==> src/rtl/core/bsa_pkg.sv <==
`default_nettype none

package bsa_pkg;

    // default sizing
    localparam int PROCESSES_DEF      = 8;
    localparam int RESOURCE_TYPES_DEF = 3;
    localparam int COUNT_WIDTH_DEF    = 8;
    // amount fields carried by a request
    localparam int AMOUNT_FIELDS      = 3;

    // request modes
    localparam logic [2:0] MODE_LOAD_MAX  = 3'd0;
    localparam logic [2:0] MODE_LOAD_ALC  = 3'd1;
    localparam logic [2:0] MODE_SET_POOL  = 3'd2;
    localparam logic [2:0] MODE_REQUEST   = 3'd3;
    localparam logic [2:0] MODE_TRIAL     = 3'd4;
    localparam logic [2:0] MODE_CHECK     = 3'd5;

    // result status codes
    localparam logic [3:0] ST_LOADED       = 4'd0;
    localparam logic [3:0] ST_GRANTED      = 4'd1;
    localparam logic [3:0] ST_OVER_NEED    = 4'd2;
    localparam logic [3:0] ST_OVER_AVAIL   = 4'd3;
    localparam logic [3:0] ST_ROLLED_BACK  = 4'd4;
    localparam logic [3:0] ST_TRIAL_SAFE   = 4'd5;
    localparam logic [3:0] ST_TRIAL_UNSAFE = 4'd6;
    localparam logic [3:0] ST_CUR_SAFE     = 4'd7;
    localparam logic [3:0] ST_CUR_UNSAFE   = 4'd8;
    localparam logic [3:0] ST_BAD_SLOT     = 4'd9;

    typedef struct packed {
        logic [2:0] mode;
        logic [2:0] pid;
        logic [7:0] amount_0;
        logic [7:0] amount_1;
        logic [7:0] amount_2;
    } t_req;

    typedef struct packed {
        logic [3:0] status;
        logic [2:0] seq_pid;
        logic       seq_valid;
        logic       last;
    } t_res;

    typedef enum logic [2:0] {
        S_IDLE,
        S_ROW_CHK,
        S_SCAN,
        S_COMMIT,
        S_RELEASE,
        S_EMIT
    } t_state;

endpackage

`default_nettype wire

==> src/rtl/core/bankers_safety_allocator.sv <==
// channel   | direction | handshake               | payload
// ----------+-----------+-------------------------+---------------------------
// request   | in        | start high, busy low    | i_req  (t_req)
// result    | out       | o_res_vld, one cycle    | o_res  (t_res)
//
// loads, pool writes, bad slots: result on the cycle after the request, busy stays low
// check: scan passes over the slots (at most PROCESSES + 1 passes, the last one finds
//   nothing), then the results, one per cycle
// request/trial: a row read, then the scan; a grant adds a commit step and a release
//   sweep over all slots; the pipelined row read of the safety scan takes one slot a cycle
// reset is synchronous, active low: all slots inactive, rows and pool read as zero
// results cannot be stalled; busy stays high until the last result is driven
`default_nettype none

module bankers_safety_allocator import bsa_pkg::*; #(
    parameter int PROCESSES      = PROCESSES_DEF,
    parameter int RESOURCE_TYPES = RESOURCE_TYPES_DEF,
    parameter int COUNT_WIDTH    = COUNT_WIDTH_DEF
) (
    input  logic i_clk,
    input  logic i_rst_n,
    input  logic start,
    output logic busy,
    input  t_req i_req,
    output logic o_res_vld,
    output t_res o_res
);

    localparam int IDX_W  = (PROCESSES > 1) ? $clog2(PROCESSES) : 1;
    localparam int CNT_W  = $clog2(PROCESSES + 1);
    localparam int WORK_W = COUNT_WIDTH + CNT_W;
    localparam int ROW_W  = RESOURCE_TYPES * COUNT_WIDTH;
    localparam logic [IDX_W-1:0] LAST_IDX = IDX_W'(PROCESSES - 1);

    // control state
    t_state                r_state, n_state;
    logic [PROCESSES-1:0]  r_active, n_active;
    logic [PROCESSES-1:0]  r_dvld, n_dvld;     // demand row written since reset/release
    logic [PROCESSES-1:0]  r_avld, n_avld;     // allocation row written since reset/release
    logic                  r_out_vld, n_out_vld;
    logic [COUNT_WIDTH-1:0] r_pool [RESOURCE_TYPES];
    logic [COUNT_WIDTH-1:0] n_pool [RESOURCE_TYPES];

    // working registers of the current request
    logic [2:0]             r_mode, n_mode;
    logic [IDX_W-1:0]       r_pid, n_pid;
    logic [COUNT_WIDTH-1:0] r_amt [RESOURCE_TYPES];
    logic [COUNT_WIDTH-1:0] n_amt [RESOURCE_TYPES];
    logic [COUNT_WIDTH-1:0] r_prow_a [RESOURCE_TYPES];
    logic [COUNT_WIDTH-1:0] n_prow_a [RESOURCE_TYPES];
    logic [WORK_W-1:0]      r_work [RESOURCE_TYPES];
    logic [WORK_W-1:0]      n_work [RESOURCE_TYPES];
    logic [PROCESSES-1:0]   r_done, n_done;
    logic                   r_prog, n_prog;
    logic [IDX_W-1:0]       r_rd, n_rd;
    logic [IDX_W-1:0]       r_ev;
    logic                   r_ev_vld, n_ev_vld;
    logic [CNT_W-1:0]       r_cnt, n_cnt;
    logic [CNT_W-1:0]       r_k, n_k;
    logic [3:0]             r_stat, n_stat;
    t_res                   r_out, n_out;
    logic [IDX_W-1:0]       r_order [PROCESSES];

    // row memories
    logic [ROW_W-1:0] m_dem [PROCESSES];
    logic [ROW_W-1:0] m_alc [PROCESSES];
    logic [ROW_W-1:0] r_dem_q, r_alc_q;
    logic [IDX_W-1:0] rd_addr, wr_addr;
    logic             dem_we, alc_we, ord_we;
    logic [ROW_W-1:0] dem_wd, alc_wd;

    // request decode
    logic                   accept;
    logic [31:0]            pid_ext;
    logic                   pid_ok;
    logic [IDX_W-1:0]       in_idx;
    logic [COUNT_WIDTH-1:0] in_amt [RESOURCE_TYPES];
    logic [ROW_W-1:0]       in_row;

    // row evaluation
    logic [COUNT_WIDTH-1:0] ev_d [RESOURCE_TYPES];
    logic [COUNT_WIDTH-1:0] ev_a [RESOURCE_TYPES];
    logic [COUNT_WIDTH-1:0] ev_need [RESOURCE_TYPES];
    logic                   add_en, fits, nz_need, over_need, over_pool;
    logic                   take, prog_now, at_end, scan_fin, safe, rel, emit_last;
    logic [PROCESSES-1:0]   ev_bit, done_nx;
    logic [31:0]            ord_ext;

    function automatic t_res single_res(input logic [3:0] st);
        t_res res;
        res.status    = st;
        res.seq_pid   = '0;
        res.seq_valid = 1'b0;
        res.last      = 1'b1;
        return res;
    endfunction

    assign busy      = (r_state != S_IDLE);
    assign accept    = start & ~busy;
    assign o_res_vld = r_out_vld;
    assign o_res     = r_out;

    // slot index and amounts of the incoming request
    always_comb begin
        pid_ext = 32'(i_req.pid);
        pid_ok  = pid_ext < 32'(PROCESSES);
        in_idx  = pid_ok ? pid_ext[IDX_W-1:0] : '0;
    end

    always_comb begin
        logic [15:0] a16;
        in_row = '0;
        for (int t = 0; t < RESOURCE_TYPES; t++) begin
            case (t)
                0:       a16 = {8'b0, i_req.amount_0};
                1:       a16 = {8'b0, i_req.amount_1};
                2:       a16 = {8'b0, i_req.amount_2};
                default: a16 = '0;
            endcase
            in_amt[t] = (t < AMOUNT_FIELDS) ? a16[COUNT_WIDTH-1:0] : '0;
            in_row[t*COUNT_WIDTH +: COUNT_WIDTH] = in_amt[t];
        end
    end

    // in idle the memories look at the requested slot, otherwise at the sweep pointer
    assign rd_addr = (r_state == S_IDLE) ? in_idx : r_rd;

    // row under evaluation, unwritten rows read as zero, trial amount forwarded into pid's row
    always_comb begin
        logic [COUNT_WIDTH-1:0] a_raw;
        add_en    = (r_state == S_SCAN) && (r_ev == r_pid);
        fits      = 1'b1;
        nz_need   = 1'b0;
        over_need = 1'b0;
        over_pool = 1'b0;
        for (int t = 0; t < RESOURCE_TYPES; t++) begin
            ev_d[t] = r_dvld[r_ev] ? r_dem_q[t*COUNT_WIDTH +: COUNT_WIDTH] : '0;
            a_raw   = r_avld[r_ev] ? r_alc_q[t*COUNT_WIDTH +: COUNT_WIDTH] : '0;
            ev_a[t] = add_en ? a_raw + r_amt[t] : a_raw;
            ev_need[t] = (ev_d[t] > ev_a[t]) ? ev_d[t] - ev_a[t] : '0;
            if (WORK_W'(ev_need[t]) > r_work[t]) begin
                fits = 1'b0;
            end
            if (ev_need[t] != '0) begin
                nz_need = 1'b1;
            end
            if (r_amt[t] > ev_need[t]) begin
                over_need = 1'b1;
            end
            if (r_amt[t] > r_pool[t]) begin
                over_pool = 1'b1;
            end
        end
    end

    // scan and release decisions
    always_comb begin
        ev_bit    = PROCESSES'(1) << r_ev;
        take      = r_ev_vld & r_active[r_ev] & ~r_done[r_ev] & fits;
        done_nx   = take ? (r_done | ev_bit) : r_done;
        prog_now  = r_prog | take;
        at_end    = r_ev_vld & (r_ev == LAST_IDX);
        scan_fin  = (r_state == S_SCAN) & at_end & ~prog_now;
        safe      = (done_nx == r_active);
        rel       = (r_state == S_RELEASE) & r_ev_vld & r_active[r_ev] & ~nz_need;
        emit_last = (r_cnt == '0) || (CNT_W'(r_k + 1'b1) == r_cnt);
        ord_ext   = 32'(r_order[r_k[IDX_W-1:0]]);
    end

    // next state
    always_comb begin
        n_state = r_state;
        unique case (r_state)
            S_IDLE: begin
                if (accept) begin
                    case (i_req.mode) inside
                        MODE_REQUEST, MODE_TRIAL: begin
                            if (pid_ok && r_active[in_idx]) begin
                                n_state = S_ROW_CHK;
                            end
                        end
                        MODE_CHECK: n_state = S_SCAN;
                        default:    n_state = S_IDLE;
                    endcase
                end
            end
            S_ROW_CHK: begin
                n_state = (over_need || over_pool) ? S_IDLE : S_SCAN;
            end
            S_SCAN: begin
                if (scan_fin) begin
                    if (!safe) begin
                        n_state = S_IDLE;
                    end else if (r_mode == MODE_REQUEST) begin
                        n_state = S_COMMIT;
                    end else begin
                        n_state = S_EMIT;
                    end
                end
            end
            S_COMMIT:  n_state = S_RELEASE;
            S_RELEASE: begin
                if (at_end) begin
                    n_state = S_EMIT;
                end
            end
            S_EMIT: begin
                if (emit_last) begin
                    n_state = S_IDLE;
                end
            end
            default: n_state = S_IDLE;
        endcase
    end

    // datapath and outputs
    always_comb begin
        logic [COUNT_WIDTH:0] sum;
        sum       = '0;
        n_active  = r_active;
        n_dvld    = r_dvld;
        n_avld    = r_avld;
        n_pool    = r_pool;
        n_mode    = r_mode;
        n_pid     = r_pid;
        n_amt     = r_amt;
        n_prow_a  = r_prow_a;
        n_work    = r_work;
        n_done    = r_done;
        n_prog    = r_prog;
        n_rd      = r_rd;
        n_ev_vld  = 1'b0;
        n_cnt     = r_cnt;
        n_k       = r_k;
        n_stat    = r_stat;
        n_out_vld = 1'b0;
        n_out     = r_out;
        dem_we    = 1'b0;
        alc_we    = 1'b0;
        ord_we    = 1'b0;
        wr_addr   = in_idx;
        dem_wd    = in_row;
        alc_wd    = in_row;
        unique case (r_state)
            S_IDLE: begin
                if (accept) begin
                    case (i_req.mode) inside
                        MODE_LOAD_MAX, MODE_LOAD_ALC: begin
                            n_out_vld = 1'b1;
                            n_out     = single_res(pid_ok ? ST_LOADED : ST_BAD_SLOT);
                            if (pid_ok) begin
                                if (i_req.mode == MODE_LOAD_MAX) begin
                                    dem_we           = 1'b1;
                                    n_dvld[in_idx]   = 1'b1;
                                    n_active[in_idx] = 1'b1;
                                end else begin
                                    alc_we         = 1'b1;
                                    n_avld[in_idx] = 1'b1;
                                end
                            end
                        end
                        MODE_SET_POOL: begin
                            n_pool    = in_amt;
                            n_out_vld = 1'b1;
                            n_out     = single_res(ST_LOADED);
                        end
                        MODE_REQUEST, MODE_TRIAL: begin
                            if (pid_ok && r_active[in_idx]) begin
                                n_mode = i_req.mode;
                                n_pid  = in_idx;
                                n_amt  = in_amt;
                            end else begin
                                n_out_vld = 1'b1;
                                n_out     = single_res(ST_BAD_SLOT);
                            end
                        end
                        MODE_CHECK: begin
                            // zero amount keeps the shared scan path untouched
                            n_mode = i_req.mode;
                            n_pid  = '0;
                            for (int t = 0; t < RESOURCE_TYPES; t++) begin
                                n_amt[t]  = '0;
                                n_work[t] = WORK_W'(r_pool[t]);
                            end
                            n_done = '0;
                            n_cnt  = '0;
                            n_prog = 1'b0;
                            n_rd   = '0;
                        end
                        default: ;
                    endcase
                end
            end
            S_ROW_CHK: begin
                n_prow_a = ev_a;
                if (over_need) begin
                    n_out_vld = 1'b1;
                    n_out     = single_res(ST_OVER_NEED);
                end else if (over_pool) begin
                    n_out_vld = 1'b1;
                    n_out     = single_res(ST_OVER_AVAIL);
                end else begin
                    for (int t = 0; t < RESOURCE_TYPES; t++) begin
                        n_work[t] = WORK_W'(r_pool[t] - r_amt[t]);
                    end
                    n_done = '0;
                    n_cnt  = '0;
                    n_prog = 1'b0;
                    n_rd   = '0;
                end
            end
            S_SCAN: begin
                n_rd     = (r_rd == LAST_IDX) ? '0 : r_rd + 1'b1;
                n_ev_vld = 1'b1;
                if (take) begin
                    for (int t = 0; t < RESOURCE_TYPES; t++) begin
                        n_work[t] = r_work[t] + WORK_W'(ev_a[t]);
                    end
                    n_done = done_nx;
                    ord_we = 1'b1;
                    n_cnt  = r_cnt + 1'b1;
                end
                n_prog = at_end ? 1'b0 : prog_now;
                if (scan_fin) begin
                    n_k = '0;
                    if (!safe) begin
                        n_out_vld = 1'b1;
                        case (r_mode)
                            MODE_REQUEST: n_out = single_res(ST_ROLLED_BACK);
                            MODE_TRIAL:   n_out = single_res(ST_TRIAL_UNSAFE);
                            default:      n_out = single_res(ST_CUR_UNSAFE);
                        endcase
                    end else begin
                        case (r_mode)
                            MODE_REQUEST: n_stat = ST_GRANTED;
                            MODE_TRIAL:   n_stat = ST_TRIAL_SAFE;
                            default:      n_stat = ST_CUR_SAFE;
                        endcase
                    end
                end
            end
            S_COMMIT: begin
                alc_we  = 1'b1;
                wr_addr = r_pid;
                for (int t = 0; t < RESOURCE_TYPES; t++) begin
                    n_pool[t] = r_pool[t] - r_amt[t];
                    alc_wd[t*COUNT_WIDTH +: COUNT_WIDTH] = r_prow_a[t] + r_amt[t];
                end
                n_avld[r_pid] = 1'b1;
                n_rd          = '0;
            end
            S_RELEASE: begin
                n_rd     = (r_rd == LAST_IDX) ? '0 : r_rd + 1'b1;
                n_ev_vld = ~at_end;
                if (rel) begin
                    // freed slot returns its allocation, pool saturates
                    for (int t = 0; t < RESOURCE_TYPES; t++) begin
                        sum = {1'b0, r_pool[t]} + {1'b0, ev_a[t]};
                        n_pool[t] = sum[COUNT_WIDTH] ? '1 : sum[COUNT_WIDTH-1:0];
                    end
                    n_active = r_active & ~ev_bit;
                    n_dvld   = r_dvld & ~ev_bit;
                    n_avld   = r_avld & ~ev_bit;
                end
            end
            S_EMIT: begin
                n_out_vld    = 1'b1;
                n_out.status = r_stat;
                if (r_cnt == '0) begin
                    n_out.seq_pid   = '0;
                    n_out.seq_valid = 1'b0;
                    n_out.last      = 1'b1;
                end else begin
                    n_out.seq_pid   = ord_ext[2:0];
                    n_out.seq_valid = 1'b1;
                    n_out.last      = emit_last;
                end
                n_k = r_k + 1'b1;
            end
            default: ;
        endcase
    end

    // control registers
    always_ff @(posedge i_clk) begin
        if (!i_rst_n) begin
            r_state   <= S_IDLE;
            r_active  <= '0;
            r_dvld    <= '0;
            r_avld    <= '0;
            r_out_vld <= 1'b0;
            r_ev_vld  <= 1'b0;
            for (int t = 0; t < RESOURCE_TYPES; t++) begin
                r_pool[t] <= '0;
            end
        end else begin
            r_state   <= n_state;
            r_active  <= n_active;
            r_dvld    <= n_dvld;
            r_avld    <= n_avld;
            r_out_vld <= n_out_vld;
            r_ev_vld  <= n_ev_vld;
            r_pool    <= n_pool;
        end
    end

    // working registers
    always_ff @(posedge i_clk) begin
        r_mode   <= n_mode;
        r_pid    <= n_pid;
        r_amt    <= n_amt;
        r_prow_a <= n_prow_a;
        r_work   <= n_work;
        r_done   <= n_done;
        r_prog   <= n_prog;
        r_rd     <= n_rd;
        r_ev     <= rd_addr;
        r_cnt    <= n_cnt;
        r_k      <= n_k;
        r_stat   <= n_stat;
        r_out    <= n_out;
        if (ord_we) begin
            r_order[r_cnt[IDX_W-1:0]] <= r_ev;
        end
    end

    // row memories, one write and one registered read each
    always_ff @(posedge i_clk) begin
        if (dem_we) begin
            m_dem[wr_addr] <= dem_wd;
        end
        if (alc_we) begin
            m_alc[wr_addr] <= alc_wd;
        end
        r_dem_q <= m_dem[rd_addr];
        r_alc_q <= m_alc[rd_addr];
    end

endmodule

`default_nettype wire

==> config.mk <==
export PLATFORM = sky130hd
export DESIGN_NAME = bankers_safety_allocator
export DESIGN_NICKNAME = d
export VERILOG_FILES = /design/src/rtl/core/bsa_pkg.sv /design/src/rtl/core/bankers_safety_allocator.sv
export SDC_FILE = /design/constraint.sdc
export NUM_CORES = 1
export LEC_CHECK = 0
export ABC_CLOCK_PERIOD_IN_PS = 14000
export BUFFER_PORTS_ARGS = -buffer_cell sky130_fd_sc_hd__buf_2
export CAP_MARGIN = 10
export CORE_ASPECT_RATIO = 2
export CORE_MARGIN = 5
export CORE_UTILIZATION = 52
export CTS_CLUSTER_SIZE = 8
export DETAILED_ROUTE_END_ITERATION = 10
export PLACE_DENSITY = 0.66
export SLEW_MARGIN = 0
export SYNTH_ARGS = -nofsm -noshare
export SYNTH_HDL_FRONTEND = slang
export SYNTH_SLANG_ARGS = --single-unit
==> constraint.sdc <==
create_clock -name i_clk -period 14 [get_ports i_clk]
set_input_delay 1.4 -clock i_clk [delete_from_list [all_inputs] [get_ports i_clk]]
set_output_delay 1.4 -clock i_clk [all_outputs]
set_load 0.005 [all_outputs]
==> metrics.cfg <==
[status]
status = finished, final reports clean

[final_layout]
drive_gt1_share_pct = 8.03
multi_input_area_mm2 = 0.0143
syn_to_final_growth_pct = 11.3
nets = 3527
fin_cells = 4165
mostFrequentLayoutCells = nand2_1, edfxtp_1, nand3_1, ha_1, o21ai_0
ff_latch_area_mm2 = 0.0180
final_common_cell = nand2_1
fillers = 5278
reg.largest.list = m_alc (192), m_dem (192), r_work (36)

[worst_setup_path]
critPathLaunchType = register
cpPeakStageDelay_ns = 0.59
r2r_slack_ns = 4.31
cp.required_ns = 14.25
r2r_cells = 35
cp.arrival_ns = 9.94
worst-path-max-fanout = 30
end_kind = register
crit_slowest_cell = nor4_1
path_class = reg2reg

[global_routing]
grt_usage_pct = 30.1
grt_pass1_wl_mm = 156
grt_max_degree = 94
grt_pass1_vias = 25400
grt_overflow = 0
antenna_found_initial = 11

[clocking]
cts_tree = built
hold_buffers = 0
htree_levels = 3
numClockSinks = 636
clock_path_buffers = 3
cts_resized = 0
cts_buffers = 89
clock_latency_ns = 0.68
post_cts_buffers = 0
clk_pin_slew_ns = 0.05
cts_root_buf = clkbuf_16

[timing]
tightest_slew_ns = 1.25
finalWorstSetupSlack_ns = 4.31
finalSetupViolCount = 0
period_needed_ns = 9.69
min_period_over_period_pct = 69.2
rsz0062_at_grt = no
finalSetupTns_ns = 0
fmax_ghz = 0.103
slew_viol_final = 0
hold_violations = 0
timing.slew.headroom_pct = 15.6
clock_skew_ns = 0.0428

[route]
num_vias = 25200
drt-wirelength-per-cell_um = 25.4
drtIter0Drc = 1814
drc = 0
viasPerCell = 6.04
routed_wl_mm = 106
ant_nets = 0
firstDrtPassIters = 6

[placed_design]
gp_congestion = 0.956
io_buffers = 43
placed_cells = 3997
dp_hpwl_mm = 72.0
dp_slack_ns = 4.38

[floorplanning]
core.rowCount = 131
io_pins = 44
initial_utilization_pct = 52.5
core_area_mm2 = 0.0639
die_x_um = 190
die-height_um = 369
dieArea_mm2 = 0.0700

[logic_synthesis]
ys_top_cells_by_area = edfxtp_1, nand2_1, ha_1
synth-seq-area-share_pct = 53.8
synth_seq_cells = 636
async_flop_share_pct = 0
synth_area_leader_cell = edfxtp_1
synth.distinct_cells = 82
syn_avg_cell_area_um2 = 10.3
ys_warn_count = 0
synth_area_mm2 = 0.0335
synth_edf_count = 529
yosysTopAreaCellShare_pct = 47.4
syn_nets = 3495
netlist_instances = 3259
ys.flop_type = edfxtp_1

[power_and_ir_drop]
p_total_mw = 5.00
vdd_drop_max_mv = 0.113
leakage_nw = 14.9
power_density_mw_per_mm2 = 134

[min_path]
hold_class = reg2reg
hold_depth = 2

[run]
drv_cap = 0

## final timing paths
kind | from | end
worst max-delay path | r_ev[1] | o_res[1]
worst min-delay path | r_dvld[2] | r_dvld[2]
worst max register to register | r_ev[1] | o_res[1]
worst min register to register | r_dvld[2] | r_dvld[2]
## layer usage
layer,wire length [um],track usage [%],vias to the layer above
met3,5590,4.58,337
li1,-,-,11600
met5,0,0,-
met2,53400,53.0,931
met1,37700,32.9,12300
met4,8860,21.0,0
## power breakdown
| part | switching (mW) | total [mW] | internal, mW |
|---|---|---|---|
| Combinational | 0.518 | 0.805 | 0.287 |
| Sequential | 0.0434 | 2.15 | 2.11 |
| Clock | 0.837 | 2.04 | 1.20 |
| Total | 1.40 | 5.00 | 3.60 |
## final cells by class
class                           count  share of cell area [%]
Antenna cell                        3                  0.0201
Tap cell                          798                    2.67
Multi-Input combinational cell   2286                    38.4
Timing Repair Buffer               98                    1.68
Clock inverter                      8                   0.449
Clock buffer                      156                    6.64
Inverter                          180                    1.82
Sequential cell                   636                    48.3
## Yosys cell counts, types with 13 or more instances
cell and number:
xnor2_1 89, nand3_1 268, nor2b_1 93, o21a_1 28
a21oi_1 156, inv_1 177, buf_1 13, clkbuf_1 131
nand2b_1 45, mux4_2 14, dfxtp_1 107, and3_1 23
xor2_1 46, edfxtp_1 529, a21o_1 54, nand2_1 621
nor2_1 152, o22ai_1 30, o21bai_1 28, nor3_1 24
o21ai_0 176, nand4_1 14, a31oi_1 26, fa_1 18
mux2i_1 36, or2_2 14, ha_1 185
## per-stage QoR
stage	cell area (um^2)	util (%)	hold WS, ns
after floorplan	33500	-	0.451
after global placement	34700	54.2	0.462
after detailed placement	34700	54.2	0.468
after CTS	37300	58.4	0.476
after global routing	37300	58.4	0.508
final	37300	58.4	0.482
## critical path, delay by kind of cell (launching register included)
family          cells  cell delay [ns]
fa+ha+maj           4             1.32
xor+xnor            3             0.76
flops               1             0.30
compound gates     15             3.39
simple gates        9             2.77
buf+inv             4             0.72
## cell families after synthesis
| group | synth area share, % |
|---|---|
| compound gates | 10.8 |
| xor+xnor | 3.53 |
| fa+ha+maj | 8.16 |
| buf+inv | 3.90 |
| flops | 53.8 |
| mux | 2.28 |
| simple gates | 17.6 |
Note: power is estimated with default switching activity, not from simulation.
